<file path="src/design/pve_pkg.sv">
`timescale 1ns / 1ps
package pve_pkg;

  localparam int CordicSteps = 30;

  function automatic logic signed [31:0] atan_entry(input logic [4:0] idx);
    logic signed [31:0] v;
    case (idx)
      5'd0:  v = 32'sd536870912;
      5'd1:  v = 32'sd316933406;
      5'd2:  v = 32'sd167458907;
      5'd3:  v = 32'sd85004756;
      5'd4:  v = 32'sd42667331;
      5'd5:  v = 32'sd21354465;
      5'd6:  v = 32'sd10679838;
      5'd7:  v = 32'sd5340245;
      5'd8:  v = 32'sd2670163;
      5'd9:  v = 32'sd1335087;
      5'd10: v = 32'sd667544;
      5'd11: v = 32'sd333772;
      5'd12: v = 32'sd166886;
      5'd13: v = 32'sd83443;
      5'd14: v = 32'sd41722;
      5'd15: v = 32'sd20861;
      5'd16: v = 32'sd10430;
      5'd17: v = 32'sd5215;
      5'd18: v = 32'sd2608;
      5'd19: v = 32'sd1304;
      5'd20: v = 32'sd652;
      5'd21: v = 32'sd326;
      5'd22: v = 32'sd163;
      5'd23: v = 32'sd81;
      5'd24: v = 32'sd41;
      5'd25: v = 32'sd20;
      5'd26: v = 32'sd10;
      5'd27: v = 32'sd5;
      5'd28: v = 32'sd3;
      5'd29: v = 32'sd1;
      default: v = 32'sd0;
    endcase
    return v;
  endfunction

  typedef enum logic [3:0] {
    REG_MIN_INTERVAL = 4'd0,
    REG_MAX_INTERVAL = 4'd1,
    REG_SPEED_LIMIT  = 4'd2,
    REG_FILTER_TAU   = 4'd3
  } reg_index_t;

  // datapath operations issued by the controller
  typedef enum logic [3:0] {
    OP_NONE,
    OP_LOAD,      // latch input item
    OP_DT,        // dt and range check
    OP_DIV_VX,    // start divider on x
    OP_DIV_VY,    // store vx, start divider on y
    OP_VY_DONE,   // store vy
    OP_SQ,        // speed squares
    OP_SPEED,     // speed compare
    OP_CORDIC,    // start cordic
    OP_ROT,       // body rotation products
    OP_ROT_SUM,   // round and saturate
    OP_FILT_F,    // start filter divide, forward
    OP_FILT_S,    // store forward, start side
    OP_FILT_END,  // store side
    OP_FINISH     // write result and state
  } op_t;

  typedef struct packed {
    op_t  op;
  } dp_cmd_t;

  typedef struct packed {
    logic kind;
    logic sample_ok;
    logic have_base;
    logic have_filtered;
    logic tau_zero;
    logic dt_bad;
    logic speed_bad;
    logic unit_busy;
  } dp_status_t;

endpackage

</file>
<file path="src/design/pve_control.sv">
`timescale 1ns / 1ps
module pve_control import pve_pkg::*; (
  input  logic       clk,
  input  logic       rst,
  input  logic       in_valid,
  output logic       in_ready,
  output logic       out_valid,
  input  logic       out_ready,
  output dp_cmd_t    cmd,
  input  dp_status_t status
);

  typedef enum logic [12:0] {
    S_IDLE   = 13'b0000000000001,
    S_DT     = 13'b0000000000010,
    S_DX     = 13'b0000000000100,
    S_WX     = 13'b0000000001000,
    S_WY     = 13'b0000000010000,
    S_SQ     = 13'b0000000100000,
    S_SPEED  = 13'b0000001000000,
    S_COR    = 13'b0000010000000,
    S_WCOR   = 13'b0000100000000,
    S_ROT    = 13'b0001000000000,
    S_SUM    = 13'b0010000000000,
    S_FILT   = 13'b0100000000000,
    S_FIN    = 13'b1000000000000
  } state_t;

  state_t state, state_next;
  logic   second, second_next;
  logic   out_valid_next;
  logic   fire;

  // next request may enter only when no result waits or it is taken now, one item in flight
  assign in_ready = (state == S_IDLE) && (!out_valid || out_ready);
  assign fire = in_valid && in_ready;

  always_comb begin
    state_next = state;
    second_next = second;
    out_valid_next = out_valid && !out_ready;
    cmd.op = OP_NONE;
    case (state)
      S_IDLE: if (fire) begin
        cmd.op = OP_LOAD;
        state_next = S_DT;
      end
      S_DT: begin
        if (status.kind || !status.sample_ok || !status.have_base) begin
          state_next = S_FIN;
        end else begin
          cmd.op = OP_DT;
          state_next = S_DX;
        end
      end
      S_DX: begin
        if (status.dt_bad) state_next = S_FIN;
        else begin
          cmd.op = OP_DIV_VX;
          state_next = S_WX;
        end
      end
      S_WX: if (!status.unit_busy) begin
        cmd.op = OP_DIV_VY;
        state_next = S_WY;
      end
      S_WY: if (!status.unit_busy) begin
        cmd.op = OP_VY_DONE;
        state_next = S_SQ;
      end
      S_SQ: begin
        cmd.op = OP_SQ;
        state_next = S_SPEED;
      end
      S_SPEED: begin
        cmd.op = OP_SPEED;
        state_next = S_COR;
      end
      S_COR: begin
        if (status.speed_bad) state_next = S_FIN;
        else begin
          cmd.op = OP_CORDIC;
          state_next = S_WCOR;
        end
      end
      S_WCOR: if (!status.unit_busy) begin
        cmd.op = OP_ROT;
        state_next = S_ROT;
      end
      S_ROT: begin
        cmd.op = OP_ROT_SUM;
        state_next = S_SUM;
      end
      S_SUM: begin
        if (!status.have_filtered || status.tau_zero) state_next = S_FIN;
        else begin
          cmd.op = OP_FILT_F;
          second_next = 1'b0;
          state_next = S_FILT;
        end
      end
      S_FILT: if (!status.unit_busy) begin
        if (!second) begin
          cmd.op = OP_FILT_S;
          second_next = 1'b1;
        end else begin
          cmd.op = OP_FILT_END;
          state_next = S_FIN;
        end
      end
      S_FIN: begin
        cmd.op = OP_FINISH;
        out_valid_next = 1'b1;
        state_next = S_IDLE;
      end
      default: state_next = S_IDLE;
    endcase
  end

  always_ff @(posedge clk) begin
    if (rst) begin
      state <= S_IDLE;
      second <= 1'b0;
      out_valid <= 1'b0;
    end else begin
      state <= state_next;
      second <= second_next;
      out_valid <= out_valid_next;
    end
  end

endmodule

</file>
<file path="config.mk">
export PLATFORM = sky130hd
export DESIGN_NAME = pve_control
export DESIGN_NICKNAME = d
export VERILOG_FILES = /design/src/design/pve_pkg.sv /design/src/design/pve_control.sv
export SDC_FILE = /design/constraint.sdc
export NUM_CORES = 1
export LEC_CHECK = 0
export BUFFER_PORTS_ARGS = -buffer_cell sky130_fd_sc_hd__clkbuf_2
export CAP_MARGIN = 30
export CORE_UTILIZATION = 45
export DETAILED_ROUTE_END_ITERATION = 7
export PLACE_DENSITY = 0.73
export SLEW_MARGIN = 20
export SYNTH_ARGS = -nofsm -noshare
export SYNTH_HDL_FRONTEND = slang
export SYNTH_SLANG_ARGS = --single-unit
</file>
<file path="constraint.sdc">
create_clock -name clk -period 3.4 [get_ports clk]
set_input_delay 0.34 -clock clk [delete_from_list [all_inputs] [get_ports clk]]
set_output_delay 0.34 -clock clk [all_outputs]
set_load 0.01 [all_outputs]
</file>
==> impl_metrics.py, run 1 <==
metrics = {
    "status": {
        "status": "completed",
    },
    "finish": {
        "nets": 159,
        "drive_gt1_share_pct": 22.6,
        "fin_cells": 173,
        "n_antenna_cell": 0,
        "area_growth_pct": 12.7,
        "fill_cells": 199,
        "fin_util_pct": 56.4,
    },
    "die": {
        "dieArea_mm2": 0.00247,
        "die_y_um": 49.7,
        "core_area_mm2": 0.00204,
        "die_w_um": 49.7,
        "rows": 16,
        "start_util_pct": 50.1,
        "ios": 18,
    },
    "worst_setup_path": {
        "cpPeakStageDelay_ns": 0.66,
        "worstPathBufferInverterCount": 1,
        "crit_start": "state[8]",
        "critical_path_peak_fanout": 6,
        "critPathRequiredTime_ns": 3.06,
        "cp-start-kind": "register",
        "crit_slowest_cell": "or4b_2",
        "cp_top_family": "simple AND/OR/NAND/NOR gates",
        "critPathKind": "register to output port",
        "critPathArrivalTime_ns": 2.46,
        "cp_cell_sequence": "or3_4 -> nor4_4 -> nand2_1 -> or4b_2 -> o211ai_1 -> a311o_1 -> clkbuf_2",
        "end_kind": "output port",
        "worstReg2RegStart": "state[5]",
    },
    "worst_hold_path": {
        "worstHoldStart": "status[2]",
        "hold_path.class": "input pin to register",
    },
    "sta": {
        "tightest_slew_ns": 0.627,
        "tns_ns": 0,
        "setup_slack_ns": 0.604,
        "slew_headroom_pct": 57.8,
        "rsz0062_at_grt": "no",
        "fmax_mhz": 358,
        "slew_violations": 0,
        "finalHoldViolCount": 0,
        "setup_viol": 0,
        "period_needed_ns": 2.80,
        "skew_ns": 0.00142,
        "finalCritPeriodShare_pct": 82.2,
    },
    "cts": {
        "clock_latency_ns": 0.29,
        "clockBufferDepth": 2,
        "postCtsSetupRepairBufs": 0,
        "cts_root_buf": "clkbuf_4",
        "cts_tree": "yes",
        "postCtsHoldBufs": 0,
        "cts_inserted_buffers": 3,
        "cts_resized": 0,
        "htree_levels": 1,
        "clock-sinks": 15,
        "clkTransAtPathRegs_ns": 0.09,
    },
    "routing": {
        "avgRoutedWirePerCell_um": 14.6,
        "avgViaCountPerCell": 6.01,
        "wl_um": 2530,
        "dr.pass1.iters": 4,
        "num_vias": 1039,
        "ant_nets": 0,
        "drc": 0,
        "drtIter0Drc": 67,
    },
    "global_route": {
        "first_global_vias": 900,
        "overflow": 0,
        "grt_max_degree": 10,
        "grt_antenna_before_repair": 0,
        "track_usage_pct": 22.4,
        "grt_pass1_wl_um": 4160,
    },
    "synth": {
        "synthXorXnorAreaFrac_pct": 3.43,
        "ys_ff_latch": 15,
        "yosysSeqAreaShare_pct": 29.4,
        "synth-compound-area-share_pct": 16.2,
        "synth-async-reset-ratio_pct": 0,
        "synth-simple-area-share_pct": 46.6,
        "synthAdderAreaFrac_pct": 0,
        "syn_inst": 127,
        "synthMuxAreaShare_pct": 1.10,
        "syn_area_per_cell_um2": 8.05,
        "synth_enable_flop_cells": 0,
        "synth_top_family_by_area": "simple AND/OR/NAND/NOR gates",
        "ys.warnings.count": 0,
        "ys.flop_type": "dfxtp_1",
        "synth_nets": 139,
        "synth.distinct_cells": 40,
        "netlist_area_mm2": 0.00102,
    },
    "power_and_ir_drop": {
        "ir_drop_v": 0.000242,
        "power.leakage_nw": 0.458,
        "power_density_mw_per_mm2": 328,
    },
    "place": {
        "hpwl_um": 2000,
        "dp_slack_ns": 0.933,
        "dp_cells": 169,
        "port-buffer-count": 17,
        "globalplace.congestion": 0.948,
    },
    "job": {
        "cap_viol_max_count": 0,
    },
}
layout make-up:
cell class / instances / area (µm²) / area share, %
Multi-Input combinational cell: 105 / 688 / 59.7
Sequential cell: 15 / 300 / 26.1
Clock buffer: 4 / 26.3 / 2.28
Tap cell: 27 / 33.8 / 2.93
Timing Repair Buffer: 17 / 85.1 / 7.38
Inverter: 5 / 18.8 / 1.63
metrics by stage:
step	total power, mW	hold WS [ns]	cell area [µm²]
floorplan	0.249	0.407	1020
global placement	0.277	0.494	1130
detailed placement	0.278	0.522	1130
CTS	0.378	0.333	1150
global route	0.399	0.326	1150
finish	0.378	0.338	1150
cells in the final DEF, fill, tap and decap left out, types with 3 or more instances in the layout:
cell       n
nor2_1    16
nor4_1     4
a21oi_1    7
nor2b_1    3
nand4b_1   3
nand2b_1   7
nor3_1     8
dfxtp_1   15
o21ai_0    4
nand2_1    7
or3_1      6
clkbuf_2  17
clkbuf_4   3
xnor2_1    3
nand3_1    6
inv_1      5
worst register-to-register path, cell delays in order (launching register included):
cell and delay (ns):
dfxtp_1 0.38, or3_1 0.44, or3_1 0.33, nor4_1 0.55
a21oi_1 0.20, nand2_1 0.29, nor4_1 0.08
cells by family after synthesis:
family,Yosys count
AO/OA/AOI/OAI,22
buffers and inverters,7
AND/OR/NAND/NOR,78
flip-flops,15
multiplexers,1
XOR/XNOR,4
power by group:
part | internal, mW | switching, mW
clock network | 0.0457 | 0.0566
logic | 0.0355 | 0.0501
registers | 0.181 | 0.00870
per-layer routing:
layer / GRT usage (%) / share of wire (%)
met5: 0 / 0
met4: 7.62 / 1.2
met3: 3.70 / 6.9
met2: 34.9 / 48
met1: 31.0 / 44
path summary, 6_finish.rpt:
check	to	slack (ns)	depth (start not counted)
max	cmd[0]	0.60	7
min	state[3]	0.34	2
max reg2reg	state[10]	1.02	6
min reg2reg	second	0.55	2
cells in the mapped netlist (2+ instances only):
cell type  count  area [µm²]
o21ai_0        4        20.0
nor2b_1        3        18.8
nor4_1         4        25.0
nor3_1         8        40.0
nor4_4         2        42.5
nand3_1        6        30.0
or3_1          6        37.5
or4_4          2        22.5
and2_1         2        12.5
a31oi_1        2        12.5
or2_2          2        12.5
nand2b_1       7        43.8
xnor2_1        3        26.3
nand2_1        7        26.3
or4_1          2        15.0
nand3b_1       2        15.0
nand4b_1       3        26.3
inv_1          5        18.8
dfxtp_1       15         300
nor2_1        16        60.1
a21oi_1        7        35.0
flip-flops by register name, summed over array words and instances, names as in the netlist:
name       count
state         13
out_valid      1
second         1
Power figures use the tool's default switching activity.
==> run 2, diff against run 1 <==
--- a/config.mk
+++ b/config.mk
@@ -9,7 +9,7 @@
 export CAP_MARGIN = 30
 export CORE_UTILIZATION = 45
 export DETAILED_ROUTE_END_ITERATION = 7
-export PLACE_DENSITY = 0.73
+export PLACE_DENSITY = 0.76
 export SLEW_MARGIN = 20
 export SYNTH_ARGS = -nofsm -noshare
 export SYNTH_HDL_FRONTEND = slang
==> constraint.sdc (replaced) <==
create_clock -name clk -period 2.4 [get_ports clk]
set_input_delay 0.24 -clock clk [delete_from_list [all_inputs] [get_ports clk]]
set_output_delay 0.24 -clock clk [all_outputs]
set_load 0.01 [all_outputs]
==> impl_metrics.py, run 2 (same netlist as run 1, synthesis figures left out) <==
metrics = {
    "finish": {
        "final_cell_mix": "nor2_1, clkbuf_2, buf_4",
        "fill_cells": 192,
        "area_growth_pct": 27.7,
        "largest_reg_flops": 13,
        "largest_register": "state",
        "final_common_cell": "nor2_1",
        "drive_gt1_share_pct": 39.1,
        "nets": 169,
        "multi_input_comb_area_um2": 743,
        "n_antenna_cell": 0,
        "seqCellArea_um2": 319,
        "top_regs": "state: 13 flops, out_valid: 1 flops, second: 1 flops",
    },
    "worst_setup_path": {
        "crit_slowest_cell": "or3_4",
        "cp-start-kind": "register",
        "reg2reg_slack_ns": 0.15,
        "crit_cells": 6,
        "cp_top_family": "simple AND/OR/NAND/NOR gates",
        "critical_path_peak_fanout": 7,
        "end_kind": "output port",
        "cp_cell_sequence": "or3_4 -> or3_4 -> or3_4 -> nor3_4 -> or4_1 -> clkbuf_2",
        "critPathRequiredTime_ns": 2.16,
        "crit_start": "state[6]",
        "reg2reg_depth": 7,
        "cpPeakStageDelay_ns": 0.40,
        "worstReg2RegStart": "state[1]",
        "r2r-end": "state[6]",
        "critPathKind": "register to output port",
        "worstPathBufferInverterCount": 1,
        "crit_path_frequent_cell": "or3_4",
        "critPathArrivalTime_ns": 2.20,
        "crit_end": "cmd[1]",
    },
    "cts": {
        "cts_tree": "yes",
        "clock_latency_ns": 0.29,
        "cts_inserted_buffers": 3,
        "clock-sinks": 15,
        "htree_levels": 1,
        "clkTransAtPathRegs_ns": 0.10,
        "cts_root_buf": "clkbuf_4",
        "clockBufferDepth": 2,
    },
    "place": {
        "port-buffer-count": 17,
        "globalplace.congestion": 0.958,
        "hpwl_um": 2150,
        "dp_slack_ns": 0.0886,
    },
    "global_route": {
        "grt_antenna_before_repair": 0,
        "grt_busiest_layer": "met2",
        "track_usage_pct": 25.9,
        "grt_pass1_wl_um": 4920,
        "use_met2_pct": 42.6,
        "grtUsageMet3_pct": 4.94,
        "grt_max_degree": 9,
        "met1_usage_pct": 32.8,
        "first_global_vias": 1128,
        "overflow": 0,
    },
    "sta": {
        "slew_violations": 0,
        "slew_headroom_pct": 74.8,
        "tns_ns": -0.0706,
        "rsz0062_at_grt": "yes",
        "finalHoldViolCount": 0,
        "tightest_slew_ns": 0.376,
        "skew_ns": 0.0131,
        "fmax_mhz": 409,
        "finalCritPeriodShare_pct": 102,
        "period_needed_ns": 2.44,
        "setup_viol": 2,
        "setup_slack_ns": -0.0440,
    },
    "power_and_ir_drop": {
        "power.leakage_nw": 0.518,
        "power_density_mw_per_mm2": 433,
        "ir_drop_v": 0.000315,
    },
    "routing": {
        "wl_um": 2960,
        "num_vias": 1115,
        "drc": 0,
        "dr.pass1.iters": 4,
        "avgRoutedWirePerCell_um": 16.2,
        "drtIter0Drc": 60,
        "ant_nets": 0,
        "avgViaCountPerCell": 6.09,
    },
    "die": {
        "die_y_um": 49.7,
        "die_w_um": 49.7,
        "dieArea_mm2": 0.00247,
        "start_util_pct": 50.1,
        "rows": 16,
        "core_area_mm2": 0.00204,
        "ios": 18,
    },
    "job": {
        "cap_viol_max_count": 0,
    },
    "status": {
        "status": "finished, violations left",
        "violations": "setup timing",
    },
    "worst_hold_path": {
        "hold_path.class": "input pin to register",
    },
}
run 2: metrics by stage:
step	utilization [%]	power [mW]	area, µm²	hold WS [ns]	std cells
2_1_floorplan	-	0.352	1020	0.307	127
3_3_place_gp	56.6	0.405	1160	0.493	173
3_5_place_dp	56.6	0.407	1160	0.511	173
4_1_cts	62.5	0.559	1280	0.226	182
5_1_grt	63.9	0.591	1310	0.239	183
6_report	63.9	0.565	1310	0.231	183
run 2: timing repair:
item,CTS,global route
pin swaps,5,6
hold buffers,0,0
setup buffers,5,1
gates cloned,0,0
resized for setup,19,9
setup endpoints to repair,4,5
run 2: worst min path at each step:
stage               cells after the start   start   endpoint  slack (ns)
global route                            2     rst   state[4]        0.24
global placement                        2  second     second        0.49
CTS                                     2     rst   state[4]        0.23
detailed placement                      2  second     second        0.51
floorplan                               1     rst   state[4]        0.31
finish                                  2     rst  state[11]        0.23
run 2: report_power, final:
part | internal, mW | switching [mW]
clock network | 0.0647 | 0.0840
logic | 0.0663 | 0.0816
registers | 0.256 | 0.0130
run 2: layout make-up:
class / count / area share [%]
Inverter: 5 / 1.44
Sequential cell: 15 / 24.4
Clock buffer: 4 / 2.01
Multi-Input combinational cell: 105 / 57.0
Timing Repair Buffer: 27 / 12.6
Tap cell: 27 / 2.59
run 2: metal layers:
layer / part of all wire [%] / up-vias
met4: 4.6 / 0
met2: 46 / 56
li1: - / 530
met1: 42 / 515
met5: 0 / -
met3: 7.0 / 14
